[src/design/mlpf_pkg.sv]
// ----------------------------------------------------------------------------
// mlpf_pkg: shared types and helpers for the motor link packet framer
// Item formats, reply and payload codes, and the CRC-16 byte step
// (polynomial 0x1021, MSB first).
// ----------------------------------------------------------------------------
package mlpf_pkg;

  // stream widths, whole bytes
  localparam int unsigned InDataW  = 96;
  localparam int unsigned OutDataW = 88;

  // crc and reply constants
  localparam logic [15:0] CrcPoly = 16'h1021;
  localparam logic [7:0]  AckByte = 8'hFF;

  // bytes kept behind the current reply byte (longest reply less one)
  localparam int unsigned ShiftBytes = 9;

  // outgoing payload layout
  typedef enum logic [1:0] {
    PL_READ = 2'd0,
    PL_W16  = 2'd1,
    PL_W32  = 2'd2
  } pl_kind_e;

  // expected reply layout
  typedef enum logic [1:0] {
    RK_ACK  = 2'd0,
    RK_W16  = 2'd1,
    RK_W32S = 2'd2,
    RK_W64  = 2'd3
  } reply_kind_e;

  // reply outcome
  typedef enum logic [1:0] {
    ST_OK  = 2'd0,
    ST_CRC = 2'd1,
    ST_ACK = 2'd2,
    ST_LEN = 2'd3
  } status_e;

  // classified item held in the queue
  typedef struct packed {
    logic               is_reply;
    logic [7:0]         address;
    logic [7:0]         command;
    pl_kind_e           pl_kind;
    logic [3:0]         last_idx;
    logic signed [31:0] value_a;
    logic signed [31:0] value_b;
    reply_kind_e        reply_kind;
    logic [7:0]         rx_byte;
    logic               rx_last;
  } entry_t;

  // one result item
  typedef struct packed {
    logic               tx_valid;
    logic [7:0]         tx_byte;
    logic               tx_last;
    logic               reply_valid;
    status_e            status;
    logic signed [31:0] word_a;
    logic signed [31:0] word_b;
    logic [7:0]         status_byte;
  } res_t;

  // crc-16 over one byte, msb first
  function automatic logic [15:0] crc_byte(input logic [15:0] crc, input logic [7:0] b);
    logic [15:0] c;
    c = crc ^ {b, 8'h00};
    for (int i = 0; i < 8; i++) begin
      if (c[15]) begin
        c = {c[14:0], 1'b0} ^ CrcPoly;
      end else begin
        c = {c[14:0], 1'b0};
      end
    end
    return c;
  endfunction

  // reply length in bytes for each kind
  function automatic logic [3:0] reply_len(input reply_kind_e k);
    logic [3:0] len;
    unique case (k)
      RK_ACK:  len = 4'd1;
      RK_W16:  len = 4'd4;
      RK_W32S: len = 4'd7;
      RK_W64:  len = 4'd10;
      default: len = 4'd1;
    endcase
    return len;
  endfunction

endpackage

[src/design/motor_link_packet_framer_top.sv]
// ----------------------------------------------------------------------------
// motor_link_packet_framer_top: command framer and reply checker
// Builds CRC-16 protected command frames for a packet-serial motor
// controller and checks the reply bytes against the expected reply kind.
// ----------------------------------------------------------------------------
// usage
//   input stream: tuser low sends a command frame, tuser high carries one
//   received reply byte, tlast marks the last reply byte delivered
//   output stream: tuser[0] flags a frame byte (tlast on the final one),
//   tuser[1] flags a finished reply with its status and decoded words
//   throughput: a send item gives 2, 8 or 12 frame bytes, one per cycle
//   while the receiver is ready, set by the byte counter of the back-end
//   sequencer; the next item follows back to back through a two-entry queue
//   path: an input item goes through the queue, then the output register
//   reset: queue and output empty, crc cleared, no reply awaited
//   receiver stall: the output register holds its item, the sequencer
//   waits, and the queue keeps taking input until both entries are full
// ----------------------------------------------------------------------------
module motor_link_packet_framer_top #(
  parameter int unsigned MAX_REPLY_BYTES = 10
) (
  input  logic                          clk_i,
  input  logic                          rst_ni,
  // input items
  input  logic                          s_axis_tvalid,
  output logic                          s_axis_tready,
  // address, command, payload_kind, value_a, value_b, reply_kind, rx_byte
  input  logic [mlpf_pkg::InDataW-1:0]  s_axis_tdata,
  // action
  input  logic                          s_axis_tuser,
  // rx_last
  input  logic                          s_axis_tlast,
  // result items
  output logic                          m_axis_tvalid,
  input  logic                          m_axis_tready,
  // tx_byte, reply_status, reply_word_a, reply_word_b, reply_status_byte
  output logic [mlpf_pkg::OutDataW-1:0] m_axis_tdata,
  // tx_valid, reply_valid
  output logic [1:0]                    m_axis_tuser,
  // tx_last
  output logic                          m_axis_tlast
);

  logic             push;
  logic             q_full;
  logic             q_valid;
  logic             pop;
  mlpf_pkg::entry_t entry;
  mlpf_pkg::entry_t head;
  mlpf_pkg::res_t   res;

  // input classification
  mlpf_front u_front (
    .s_axis_tvalid (s_axis_tvalid),
    .s_axis_tready (s_axis_tready),
    .s_axis_tdata  (s_axis_tdata),
    .s_axis_tuser  (s_axis_tuser),
    .s_axis_tlast  (s_axis_tlast),
    .q_full_i      (q_full),
    .push_o        (push),
    .entry_o       (entry)
  );

  // decoupling queue
  mlpf_queue u_queue (
    .clk_i   (clk_i),
    .rst_ni  (rst_ni),
    .push_i  (push),
    .entry_i (entry),
    .full_o  (q_full),
    .pop_i   (pop),
    .valid_o (q_valid),
    .head_o  (head)
  );

  // frame sequencer and reply checker
  mlpf_back #(
    .MAX_REPLY_BYTES (MAX_REPLY_BYTES)
  ) u_back (
    .clk_i       (clk_i),
    .rst_ni      (rst_ni),
    .valid_i     (q_valid),
    .head_i      (head),
    .pop_o       (pop),
    .res_valid_o (m_axis_tvalid),
    .res_ready_i (m_axis_tready),
    .res_o       (res)
  );

  // output packing
  assign m_axis_tdata = {6'b000000, res.status_byte, res.word_b, res.word_a,
                         res.status, res.tx_byte};
  assign m_axis_tuser = {res.reply_valid, res.tx_valid};
  assign m_axis_tlast = res.tx_last;

endmodule

[src/design/mlpf_front.sv]
// ----------------------------------------------------------------------------
// mlpf_front: input side of the framer
// Takes items from the input stream, decodes the payload layout and the
// frame length, and pushes the classified item into the queue.
// ----------------------------------------------------------------------------
module mlpf_front (
  input  logic                         s_axis_tvalid,
  output logic                         s_axis_tready,
  input  logic [mlpf_pkg::InDataW-1:0] s_axis_tdata,
  input  logic                         s_axis_tuser,
  input  logic                         s_axis_tlast,
  input  logic                         q_full_i,
  output logic                         push_o,
  output mlpf_pkg::entry_t             entry_o
);

  logic [1:0] pl_raw;

  // handshake follows queue space only
  assign s_axis_tready = !q_full_i;
  assign push_o        = s_axis_tvalid && !q_full_i;

  assign pl_raw = s_axis_tdata[17:16];

  // unpack and classify
  always_comb begin
    entry_o            = '0;
    entry_o.is_reply   = s_axis_tuser;
    entry_o.address    = s_axis_tdata[7:0];
    entry_o.command    = s_axis_tdata[15:8];
    entry_o.value_a    = s_axis_tdata[49:18];
    entry_o.value_b    = s_axis_tdata[81:50];
    entry_o.reply_kind = mlpf_pkg::reply_kind_e'(s_axis_tdata[83:82]);
    entry_o.rx_byte    = s_axis_tdata[91:84];
    entry_o.rx_last    = s_axis_tlast;
    // unknown payload code falls back to a read frame
    unique case (pl_raw)
      2'd1: begin
        entry_o.pl_kind  = mlpf_pkg::PL_W16;
        entry_o.last_idx = 4'd7;
      end
      2'd2: begin
        entry_o.pl_kind  = mlpf_pkg::PL_W32;
        entry_o.last_idx = 4'd11;
      end
      default: begin
        entry_o.pl_kind  = mlpf_pkg::PL_READ;
        entry_o.last_idx = 4'd1;
      end
    endcase
  end

endmodule

[src/design/mlpf_queue.sv]
// ----------------------------------------------------------------------------
// mlpf_queue: two-entry queue between front and back
// Lets the input side take items while the back end is busy sending a frame.
// ----------------------------------------------------------------------------
module mlpf_queue (
  input  logic             clk_i,
  input  logic             rst_ni,
  input  logic             push_i,
  input  mlpf_pkg::entry_t entry_i,
  output logic             full_o,
  input  logic             pop_i,
  output logic             valid_o,
  output mlpf_pkg::entry_t head_o
);

  mlpf_pkg::entry_t mem_q [2];
  logic             wr_ptr_q, wr_ptr_d;
  logic             rd_ptr_q, rd_ptr_d;
  logic [1:0]       count_q, count_d;

  assign full_o  = (count_q == 2'd2);
  assign valid_o = (count_q != 2'd0);
  assign head_o  = mem_q[rd_ptr_q];

  // pointer and fill update
  always_comb begin
    wr_ptr_d = push_i ? !wr_ptr_q : wr_ptr_q;
    rd_ptr_d = pop_i ? !rd_ptr_q : rd_ptr_q;
    count_d  = count_q;
    if (push_i && !pop_i) begin
      count_d = count_q + 2'd1;
    end else if (!push_i && pop_i) begin
      count_d = count_q - 2'd1;
    end
  end

  always_ff @(posedge clk_i or negedge rst_ni) begin
    if (!rst_ni) begin
      wr_ptr_q <= 1'b0;
      rd_ptr_q <= 1'b0;
      count_q  <= 2'd0;
    end else begin
      wr_ptr_q <= wr_ptr_d;
      rd_ptr_q <= rd_ptr_d;
      count_q  <= count_d;
    end
  end

  // entry storage
  always_ff @(posedge clk_i) begin
    if (push_i) begin
      mem_q[wr_ptr_q] <= entry_i;
    end
  end

endmodule

[src/design/mlpf_back.sv]
// ----------------------------------------------------------------------------
// mlpf_back: frame sequencer and reply checker
// Sends one frame byte per cycle from the queue head while the output is free,
// keeps the running CRC, checks reply bytes and drives the registered output item.
// ----------------------------------------------------------------------------
module mlpf_back #(
  parameter int unsigned MAX_REPLY_BYTES = 10
) (
  input  logic             clk_i,
  input  logic             rst_ni,
  input  logic             valid_i,
  input  mlpf_pkg::entry_t head_i,
  output logic             pop_o,
  output logic             res_valid_o,
  input  logic             res_ready_i,
  output mlpf_pkg::res_t   res_o
);

  localparam logic [4:0] MaxBytes = 5'(MAX_REPLY_BYTES);

  logic [15:0]          crc_q, crc_d;
  mlpf_pkg::reply_kind_e exp_q, exp_d;
  logic [3:0]           cnt_q, cnt_d;
  logic                 await_q, await_d;
  logic [3:0]           idx_q, idx_d;
  logic [7:0]           sh_q [mlpf_pkg::ShiftBytes];
  logic [7:0]           sh_d [mlpf_pkg::ShiftBytes];
  logic                 out_valid_q, out_valid_d;
  mlpf_pkg::res_t       res_q, res_d;

  logic        out_free;
  logic        load;
  logic [63:0] pw;
  logic [2:0]  pidx;
  logic [2:0]  prev;
  logic        crc_sel;
  logic [7:0]  tx_b;
  logic [15:0] crc_base;
  logic [3:0]  len;
  logic [3:0]  cnt_inc;
  logic [15:0] got;

  assign out_free = !out_valid_q || res_ready_i;

  // payload word, first byte in the top bits
  always_comb begin
    if (head_i.pl_kind == mlpf_pkg::PL_W16) begin
      pw = {head_i.value_a[15:0], head_i.value_b[15:0], 32'h0};
    end else begin
      pw = {head_i.value_a, head_i.value_b};
    end
  end

  // frame byte selection
  assign pidx     = idx_q[2:0] - 3'd2;
  assign prev     = 3'd7 - pidx;
  assign crc_sel  = (head_i.pl_kind != mlpf_pkg::PL_READ) &&
                    (idx_q >= (head_i.last_idx - 4'd1));
  assign crc_base = (idx_q == 4'd0) ? 16'h0000 : crc_q;

  always_comb begin
    if (idx_q == 4'd0) begin
      tx_b = head_i.address;
    end else if (idx_q == 4'd1) begin
      tx_b = head_i.command;
    end else if (crc_sel) begin
      tx_b = (idx_q == head_i.last_idx) ? crc_q[7:0] : crc_q[15:8];
    end else begin
      tx_b = pw[{prev, 3'b000} +: 8];
    end
  end

  // reply length and received crc
  assign len     = mlpf_pkg::reply_len(exp_q);
  assign cnt_inc = cnt_q + 4'd1;
  assign got     = {sh_q[0], head_i.rx_byte};

  // sequencer and reply checker
  always_comb begin
    crc_d   = crc_q;
    exp_d   = exp_q;
    cnt_d   = cnt_q;
    await_d = await_q;
    idx_d   = idx_q;
    sh_d    = sh_q;
    pop_o   = 1'b0;
    load    = 1'b0;
    res_d   = '0;

    if (valid_i && !head_i.is_reply) begin
      // send one frame byte
      if (out_free) begin
        load           = 1'b1;
        res_d.tx_valid = 1'b1;
        res_d.tx_byte  = tx_b;
        res_d.tx_last  = (idx_q == head_i.last_idx);
        if (!crc_sel) begin
          crc_d = mlpf_pkg::crc_byte(crc_base, tx_b);
        end
        if (idx_q == 4'd0) begin
          exp_d   = head_i.reply_kind;
          cnt_d   = 4'd0;
          await_d = 1'b1;
        end
        if (idx_q == head_i.last_idx) begin
          pop_o = 1'b1;
          idx_d = 4'd0;
        end else begin
          idx_d = idx_q + 4'd1;
        end
      end
    end else if (valid_i && head_i.is_reply) begin
      if (!await_q) begin
        // stray reply byte
        pop_o = 1'b1;
      end else if (out_free) begin
        pop_o = 1'b1;
        if ({1'b0, len} > MaxBytes) begin
          load              = 1'b1;
          res_d.reply_valid = 1'b1;
          res_d.status      = mlpf_pkg::ST_LEN;
          await_d           = 1'b0;
        end else begin
          sh_d[0] = head_i.rx_byte;
          for (int i = 1; i < mlpf_pkg::ShiftBytes; i++) begin
            sh_d[i] = sh_q[i-1];
          end
          if (exp_q != mlpf_pkg::RK_ACK && cnt_q < (len - 4'd2)) begin
            crc_d = mlpf_pkg::crc_byte(crc_q, head_i.rx_byte);
          end
          cnt_d = cnt_inc;
          if (cnt_inc != len) begin
            // short reply
            if (head_i.rx_last) begin
              load              = 1'b1;
              res_d.reply_valid = 1'b1;
              res_d.status      = mlpf_pkg::ST_LEN;
              await_d           = 1'b0;
            end
          end else begin
            load              = 1'b1;
            res_d.reply_valid = 1'b1;
            await_d           = 1'b0;
            if (exp_q == mlpf_pkg::RK_ACK) begin
              res_d.status = (head_i.rx_byte == mlpf_pkg::AckByte) ?
                             mlpf_pkg::ST_OK : mlpf_pkg::ST_ACK;
            end else if (got != crc_q) begin
              res_d.status = mlpf_pkg::ST_CRC;
            end else begin
              res_d.status = mlpf_pkg::ST_OK;
              unique case (exp_q)
                mlpf_pkg::RK_W16: begin
                  res_d.word_a = {16'h0000, sh_q[2], sh_q[1]};
                end
                mlpf_pkg::RK_W32S: begin
                  res_d.word_a      = {sh_q[5], sh_q[4], sh_q[3], sh_q[2]};
                  res_d.status_byte = sh_q[1];
                end
                mlpf_pkg::RK_W64: begin
                  res_d.word_a = {sh_q[8], sh_q[7], sh_q[6], sh_q[5]};
                  res_d.word_b = {sh_q[4], sh_q[3], sh_q[2], sh_q[1]};
                end
                default: begin
                  res_d.word_a = '0;
                end
              endcase
            end
          end
        end
      end
    end
  end

  // output register handshake
  always_comb begin
    out_valid_d = out_valid_q;
    if (load) begin
      out_valid_d = 1'b1;
    end else if (res_ready_i) begin
      out_valid_d = 1'b0;
    end
  end

  always_ff @(posedge clk_i or negedge rst_ni) begin
    if (!rst_ni) begin
      crc_q       <= 16'h0000;
      exp_q       <= mlpf_pkg::RK_ACK;
      cnt_q       <= 4'd0;
      await_q     <= 1'b0;
      idx_q       <= 4'd0;
      out_valid_q <= 1'b0;
    end else begin
      crc_q       <= crc_d;
      exp_q       <= exp_d;
      cnt_q       <= cnt_d;
      await_q     <= await_d;
      idx_q       <= idx_d;
      out_valid_q <= out_valid_d;
    end
  end

  // reply byte history and result payload
  always_ff @(posedge clk_i) begin
    sh_q <= sh_d;
    if (load) begin
      res_q <= res_d;
    end
  end

  assign res_valid_o = out_valid_q;
  assign res_o       = res_q;

endmodule

[config.mk]
export PLATFORM = sky130hd
export DESIGN_NAME = motor_link_packet_framer_top
export DESIGN_NICKNAME = d
export VERILOG_FILES = /design/src/design/mlpf_pkg.sv /design/src/design/motor_link_packet_framer_top.sv /design/src/design/mlpf_front.sv /design/src/design/mlpf_queue.sv /design/src/design/mlpf_back.sv
export SDC_FILE = /design/constraint.sdc
export NUM_CORES = 1
export LEC_CHECK = 0
export ABC_CLOCK_PERIOD_IN_PS = 6150
export BUFFER_PORTS_ARGS = -buffer_cell sky130_fd_sc_hd__clkbuf_2
export CORE_MARGIN = 5
export CORE_UTILIZATION = 50
export CTS_CLUSTER_SIZE = 10
export DETAILED_ROUTE_END_ITERATION = 8
export PLACE_DENSITY = 0.7
export SLEW_MARGIN = 20
export SYNTH_ARGS = -nofsm -noshare
export SYNTH_HDL_FRONTEND = slang
export SYNTH_SLANG_ARGS = --single-unit
[constraint.sdc]
create_clock -name clk_i -period 6.15 [get_ports clk_i]
set_clock_uncertainty 0.2 [all_clocks]
set_input_delay 1.23 -clock clk_i [delete_from_list [all_inputs] [get_ports clk_i]]
set_output_delay 1.23 -clock clk_i [all_outputs]
set_load 0.02 [all_outputs]
Yosys cells after proc, flatten, opt, wreduce, memory -nomap -nowiden
Memories as Yosys holds them, arrays and structs flattened.
Cells that the tools add are included.
{ "word_totals": {"output_inout_bits": 93, "word_cells": 254, "n_memories": 1, "ram_bits": 196, "register_bits": 189, "inputBits": 102} }
{ "classes": {"shift": 1, "n_lt_le_gt_ge": 3, "reduce_logical": 35, "add_sub_neg": 8, "n_bitwise": 25, "mux": 139, "eq_ne": 16} }
{ "mem_list": {"columns": ["memory", "words", "width", "rd", "rd_clocked_by_memory_dff", "wr", "line", "text"], "rows": [
  ["u_queue.mem_q", 2, 98, 1, 0, 1, "mlpf_queue.sv:16", "mlpf_pkg::entry_t mem_q [2];"]
]} }
{ "op_table": {"columns": ["operator", "n"], "rows": [
  ["16-bit 2-to-1 mux", 72],
  ["13-bit 2-to-1 mux", 16],
  ["32-bit case mux with 3 select lines", 1],
  ["64-bit 2-to-1 mux", 1],
  ["64-bit by 7-bit indexed part select with 8-bit output", 1],
  ["3-bit inverter", 16],
  ["4-bit 2-to-1 mux", 8],
  ["8-bit 2-to-1 mux", 4],
  ["16-bit XOR", 2],
  ["1-bit 2-to-1 mux", 27],
  ["9-bit OR reduction", 2],
  ["16-bit != test", 1],
  ["4-bit case mux with 4 select lines", 1],
  ["2-bit nonzero test", 8],
  ["6-bit case mux with 2 select lines", 1],
  ["10-bit 2-to-1 mux", 1],
  ["5-bit AND reduction", 2],
  ["3-bit 2-to-1 mux", 3],
  ["4-bit by 1-bit adder with 4-bit output, second input constant", 2],
  ["2-bit equality test, second input constant", 4],
  ["8-bit equality test, second input constant", 1],
  ["2-bit 2-to-1 mux", 4],
  ["8-bit OR reduction", 1],
  ["1-bit logical AND", 7],
  ["24 further kinds", 41]
]} }

Logic depth before layout (Yosys ltp)
{ "logic_depth": {"depth_word": 67, "mapped_depth": 18, "mapped_depth_nobuf": 14} }

Cells and area by module
From an unflattened synthesis, not the netlist that was laid out.
{ "unflattened": {"cells_unflattened": 1213, "hier_area_um2": 17784.6} }
{ "by_module_without_submodules": {"columns": ["module", "instances", "area_each_um2", "cells_per_inst"], "rows": [
  ["mlpf_back", 1, 9683.0, 782],
  ["mlpf_queue", 1, 7289.5, 321],
  ["mlpf_front", 1, 763.2, 103],
  ["motor_link_packet_framer_top", 1, 48.8, 7]
]} }

Worst setup path before layout
OpenSTA, ideal clock, no wires.
{ "synth_timing": {"path_kind": "input-to-reg", "from": "in m_axis_tready", "to": "reg u_back.res_q, in the netlist u_back.res_o[0], enable pin", "path_buffers": 0, "setup_slack_ps": 97, "t_arrival_ps": 5407, "stages": 6, "setup_ps": 446, "cell_sequence": "nand2b_1 > o21a_1 > nand3_1 > inv_1 > nand2b_1 > nand2_1"} }
{ "synth_between": {"elab_chain_len": 5} }
{ "synth_lines": {"columns": ["item", "line", "text"], "rows": [
  ["start: declaration", "motor_link_packet_framer_top.sv:35", "input logic m_axis_tready,"],
  ["1-bit logical OR *", "mlpf_back.sv:43", "assign out_free = !out_valid_q || res_ready_i;"],
  ["1-bit 2-to-1 mux", "mlpf_back.sv:116", "end else if (out_free) begin"],
  ["1-bit 2-to-1 mux", "mlpf_back.sv:113", "if (!await_q) begin"],
  ["1-bit 2-to-1 mux", "mlpf_back.sv:112", "end else if (valid_i && head_i.is_reply) begin"],
  ["1-bit 2-to-1 mux *", "mlpf_back.sv:90", "if (valid_i && !head_i.is_reply) begin"],
  ["named net u_back.load", "mlpf_back.sv:32", "logic load;"],
  ["end signal: assignment", "mlpf_back.sv:206", "res_q <= res_d;"],
  ["end: declaration", "mlpf_back.sv:29", "mlpf_pkg::res_t res_q, res_d;"]
]} }
Mark *: on every way through the listed nets, which the timed path passes. The rest lies on a longest branch.
A chain may end at the register's enable or synchronous reset.

Final worst setup path
{ "layout_timing": {"from": "reg u_queue.rd_ptr_q", "to": "reg u_back.crc_q[8]"} }
{ "layout_between": {"elab_chain_len": 56} }
{ "layout_lines": {"columns": ["item", "line", "text"], "rows": [
  ["start: declaration", "mlpf_queue.sv:18", "logic rd_ptr_q, rd_ptr_d;"],
  ["start signal: assignment", "mlpf_queue.sv:44", "rd_ptr_q <= rd_ptr_d;"],
  ["memory 2 x 98 bit *", null, null],
  ["16-bit XOR", "mlpf_pkg.sv:71", "c = crc ^ {b, 8'h00};"],
  ["3-bit inverter (no source line)", null, null],
  ["13-bit 2-to-1 mux", "mlpf_pkg.sv:73", "if (c[15]) begin"],
  ["16-bit 2-to-1 mux", "mlpf_back.sv:128", "if (exp_q != mlpf_pkg::RK_ACK && cnt_q < (len - 4'd2)) begin"],
  ["16-bit 2-to-1 mux", "mlpf_back.sv:118", "if ({1'b0, len} > MaxBytes) begin"],
  ["16-bit 2-to-1 mux", "mlpf_back.sv:116", null],
  ["16-bit 2-to-1 mux", "mlpf_back.sv:113", null],
  ["[40 not listed]", null, null],
  ["16-bit 2-to-1 mux", "mlpf_back.sv:90", null],
  ["13-bit 2-to-1 mux", "mlpf_pkg.sv:73", null],
  ["16-bit 2-to-1 mux", "mlpf_back.sv:128", null],
  ["16-bit 2-to-1 mux", "mlpf_back.sv:118", null],
  ["16-bit 2-to-1 mux", "mlpf_back.sv:116", null],
  ["16-bit 2-to-1 mux", "mlpf_back.sv:113", null],
  ["16-bit 2-to-1 mux", "mlpf_back.sv:112", null],
  ["16-bit 2-to-1 mux", "mlpf_back.sv:90", null],
  ["end signal: assignment", "mlpf_back.sv:193", "crc_q <= crc_d;"],
  ["end: declaration", "mlpf_back.sv:21", "logic [15:0] crc_q, crc_d;"]
]} }
Every way passes the cells marked *; elsewhere a longest branch is shown, timed or not. The select of a mux whose other input is x is not followed.

==> out/results.txt <==
Post-CTS sizing: 0
Main combinational cell family by area after synthesis: simple AND/OR/NAND/NOR gates
Worst-path clk slew: 0.06 ns
Worst EP required: 6.36 ns
Post-synthesis compound-gate area fraction: 0.0776
Fmax: 219 MHz
Status: finished, final reports clean
Post-CTS Setup Inserts: 0
Top delay family on crit path: simple AND/OR/NAND/NOR gates
Mapped Avg Cell Area: 15.3 um2
First-pass DRT Iterations: 6
Crit path cell chain: buf_4 -> mux2i_1 -> ha_1 -> o21ai_0 -> a31oi_1 -> o21a_1 -> nor4_1 -> o2111ai_1 -> and3_1 -> xnor2_2 -> mux2i_1 -> a221oi_1
Worst-Skew Late Latency: 0.53 ns
Slew @ Worst Pin: 0.951 ns
Post-Synth Adder-Cell Area: 0.0152
Nets: 1,378
Total GRT Usage: 0.181
Root Driver: clkbuf_16
Mux share of post-synthesis cell area: 0.0764
Endpoint, Worst Hold: u_back.sh_q[3]$_DFFE_PP_
Fin. max-slew vios: 0
# placed instances: 1,652
Startpoint Class: flip-flop
Int Pwr: 7.11 mW
Gpl congestion: 0.853
Flip-flop and latch area: 11,200 um2
#FFs+latches synth: 379
Post-synthesis sequential area ratio: 0.683
Detailed Route WL: 33.4 mm
Worst R2R Setup Slack: 1.58 ns
N_diodes: 0
Min-Delay Path Class: flip-flop to flip-flop
Initial Utilization: 0.506
Share of layout cells above drive strength 1: 0.244
Post-Synthesis Cells: 1,072
Port buffer count: 184
Congestion Overflow GR: 0
Post-synthesis simple-gate area fraction: 0.0841
R2R Path End: u_back.crc_q[8]$_DFFE_PN0P_
Vias in the first global route: 9,516
Gate power share: 0.418
Hold buffers post-CTS: 0
Routed via count: 9,538
Top Ports: 195
Rows: 66
DPL Wire Length: 22.9 mm
CP Max Fanout: 34
Die X: 191 um
Fillers: 2,554
Worst r2r path cells: 12
Largest net degree at the start of global routing: 93
Yosys cell types: 81
Worst flop-to-flop path startpoint: u_queue.rd_ptr_q$_DFFE_PN0P_
Final setup viols: 0
Xor/xnor share of the synthesized area: 0.0308
IR drop worst, VDD: 345 uV
Final Power: 11.5 mW
Synth Flop Type: edfxtp_1
Core area: 32,500 um2
Power share of the sequential group: 0.385
Cts bufs inserted: 44
Initial antenna violation count: 0
Final cycle utilization of the critical path: 0.744
Crit path max-delay cell type: nor4_1
# clock sinks: 379
Post-route DRC: 0
Die area: 36,600 um2
First-pass GRT wire length: 52.2 mm
Final hold vios: 0
Hold Path Stages: 0
Final ANT Viol Nets: 0
Iteration-0 DRC count of the detailed router: 864
TNS Setup: 0 ns
CTS H-tree depth: 2
Kind of critical path: flip-flop to flip-flop
Avg Vias per Cell: 5.53
Drt wl/cell: 19.3 um
CTS tree: yes
Switching pwr: 4.35 mW
Worst hold slack: 0.249 ns
Ys async rst share: 0.0844
CP dominant cell by count: mux2i_1
Post-synth EDFFs: 347
Worst path bufs/invs: 1
Clk pwr share: 0.197
Crit end category: flip-flop
Non-filler cells, final: 1,724
Critical Path AT: 4.79 ns
Hold_sp: u_back.sh_q[11]$_DFFE_PP_
Area of the multi-input gates: 4710 um2
RSZ-0062 raised after global routing: false
Sw frac: 0.380
CTS Buffer Depth: 3
Cell area after synthesis: 16,400 um2
Period minus WS final: 4.57 ns
Crit-path max cell delay: 0.80 ns
Rel. slew slack: 0.366
Layout area overhead: 14.9%
PwrDens: 607 nW/um2
Leakage: 7.02 nW
Die Ht: 191 um
MaxCap Viol Count: 0
Number of synthesis warnings: 0
[cells in the mapped netlist (7+ instances only)]
cell type | instances | area [um2]
a21oi_1 | 35 | 175
a222oi_1 | 16 | 160
a22o_1 | 19 | 166
and2_1 | 45 | 282
and3_1 | 7 | 43.8
buf_2 | 13 | 65.1
buf_4 | 16 | 120
buf_6 | 9 | 101
clkbuf_1 | 25 | 93.8
dfrtp_1 | 32 | 801
edfxtp_1 | 347 | 10400
ha_1 | 20 | 250
inv_1 | 29 | 109
mux2_2 | 16 | 180
mux2i_1 | 41 | 410
mux4_2 | 26 | 586
nand2_1 | 51 | 191
nand2b_1 | 7 | 43.8
nand3_1 | 20 | 100
nand4_1 | 8 | 50.1
nor2_1 | 62 | 233
nor3_1 | 10 | 50.1
o211ai_1 | 7 | 52.6
o21ai_0 | 32 | 160
o22ai_1 | 9 | 56.3
xnor2_1 | 42 | 368
xor2_1 | 12 | 105
[per-layer routing]
metal / wire [um] / global-route usage / vias to the layer above
met5: 0 / 0 / -
met4: 1260 / 0.0688 / 0
met3: 2190 / 0.0365 / 74
met2: 16200 / 0.299 / 311
met1: 13700 / 0.239 / 4659
li1: - / - / 4494
[logic make-up after synthesis]
kind of cell / after synthesis
xor gates and xnor gates: 56
and+or+nand+nor: 254
DFF: 379
buffers and inverters: 97
AOI/OAI and AO/OA: 179
adders and majority gates: 20
other: 1
muxes: 86
[worst max path at each step]
stage	end	depth (start not counted)	start	slack (ns)
4_1_cts	u_back.crc_q[9]$_DFFE_PN0P_	12	u_queue.rd_ptr_q$_DFFE_PN0P_	1.61
3_5_place_dp	u_back.res_o[71]$_SDFFCE_PP0P_	9	u_back.exp_q[0]$_DFFE_PN0P_	1.63
3_3_place_gp	u_back.crc_q[9]$_DFFE_PN0P_	12	u_queue.rd_ptr_q$_DFFE_PN0P_	1.62
6_report	u_back.crc_q[8]$_DFFE_PN0P_	12	u_queue.rd_ptr_q$_DFFE_PN0P_	1.58
2_1_floorplan	u_back.res_o[0]$_SDFFCE_PP0P_	6	m_axis_tready	0.1
5_1_grt	u_back.crc_q[7]$_DFFE_PN0P_	12	u_queue.rd_ptr_q$_DFFE_PN0P_	1.25
[power groups by stage]
stage,Clock [mW],Combinational (mW),Sequential [mW]
after floorplan,0,3.41,4.65
after global placement,0,4.74,4.44
after detailed placement,0,4.80,4.47
after CTS,2.32,4.83,4.43
after global routing,2.43,5.25,4.51
final,2.26,4.79,4.42
[per-stage QoR]
stage | worst slack (ns) | instance area [um2] | util
global placement | 1.62 | 17700 | 0.544
floorplan | 0.0968 | 16400 | -
detailed placement | 1.63 | 17700 | 0.544
CTS | 1.61 | 18900 | 0.582
global route | 1.25 | 18900 | 0.582
finish | 1.58 | 18900 | 0.582
[state kept, by name (all words and copies together) (netlist names)]
| signal | cells |
|---|---|
| u_back.crc_q | 16 |
| u_back.await_q | 1 |
| u_back.cnt_q | 4 |
| u_back.idx_q | 4 |
| u_back.res_o | 85 |
| u_queue.rd_ptr_q | 1 |
| u_back.exp_q | 2 |
| u_queue.mem_q | 190 |
| u_queue.count_q | 2 |
| u_back.res_valid_o | 1 |
| u_back.got | 8 |
| u_queue.wr_ptr_q | 1 |
| u_back.sh_q | 64 |
[cells in the final DEF (no fill, tap or decap), types with 7 or more instances in the layout]
cell type | netlist | routed
buf_4 | 16 | 14
dfrtp_1 | 32 | 30
edfxtp_1 | 347 | 347
o21ai_0 | 32 | 32
a222oi_1 | 16 | 16
nand3_1 | 20 | 20
nand4_1 | 8 | 8
xor2_1 | 12 | 12
nand2_1 | 51 | 50
and2_1 | 45 | 45
a22o_1 | 19 | 19
clkbuf_2 | 1 | 184
mux4_2 | 26 | 26
xnor2_1 | 42 | 42
nor2_1 | 62 | 61
clkbuf_1 | 25 | 24
inv_1 | 29 | 28
nor3_1 | 10 | 10
mux2i_1 | 41 | 41
mux2_2 | 16 | 16
a21oi_1 | 35 | 35
o211ai_1 | 7 | 7
ha_1 | 20 | 20
clkbuf_16 | 0 | 45
o22ai_1 | 9 | 9
nand2b_1 | 7 | 7
[cell type report]
type	count	share of cell area
Clock buffer	69	0.0644
Clock inverter	3	0.000795
Inverter	31	0.00616
Multi-Input combinational cell	601	0.249
Sequential cell	379	0.595
Tap cell	442	0.0293
Timing Repair Buffer	199	0.0554
(Power assumes the default switching activity.)
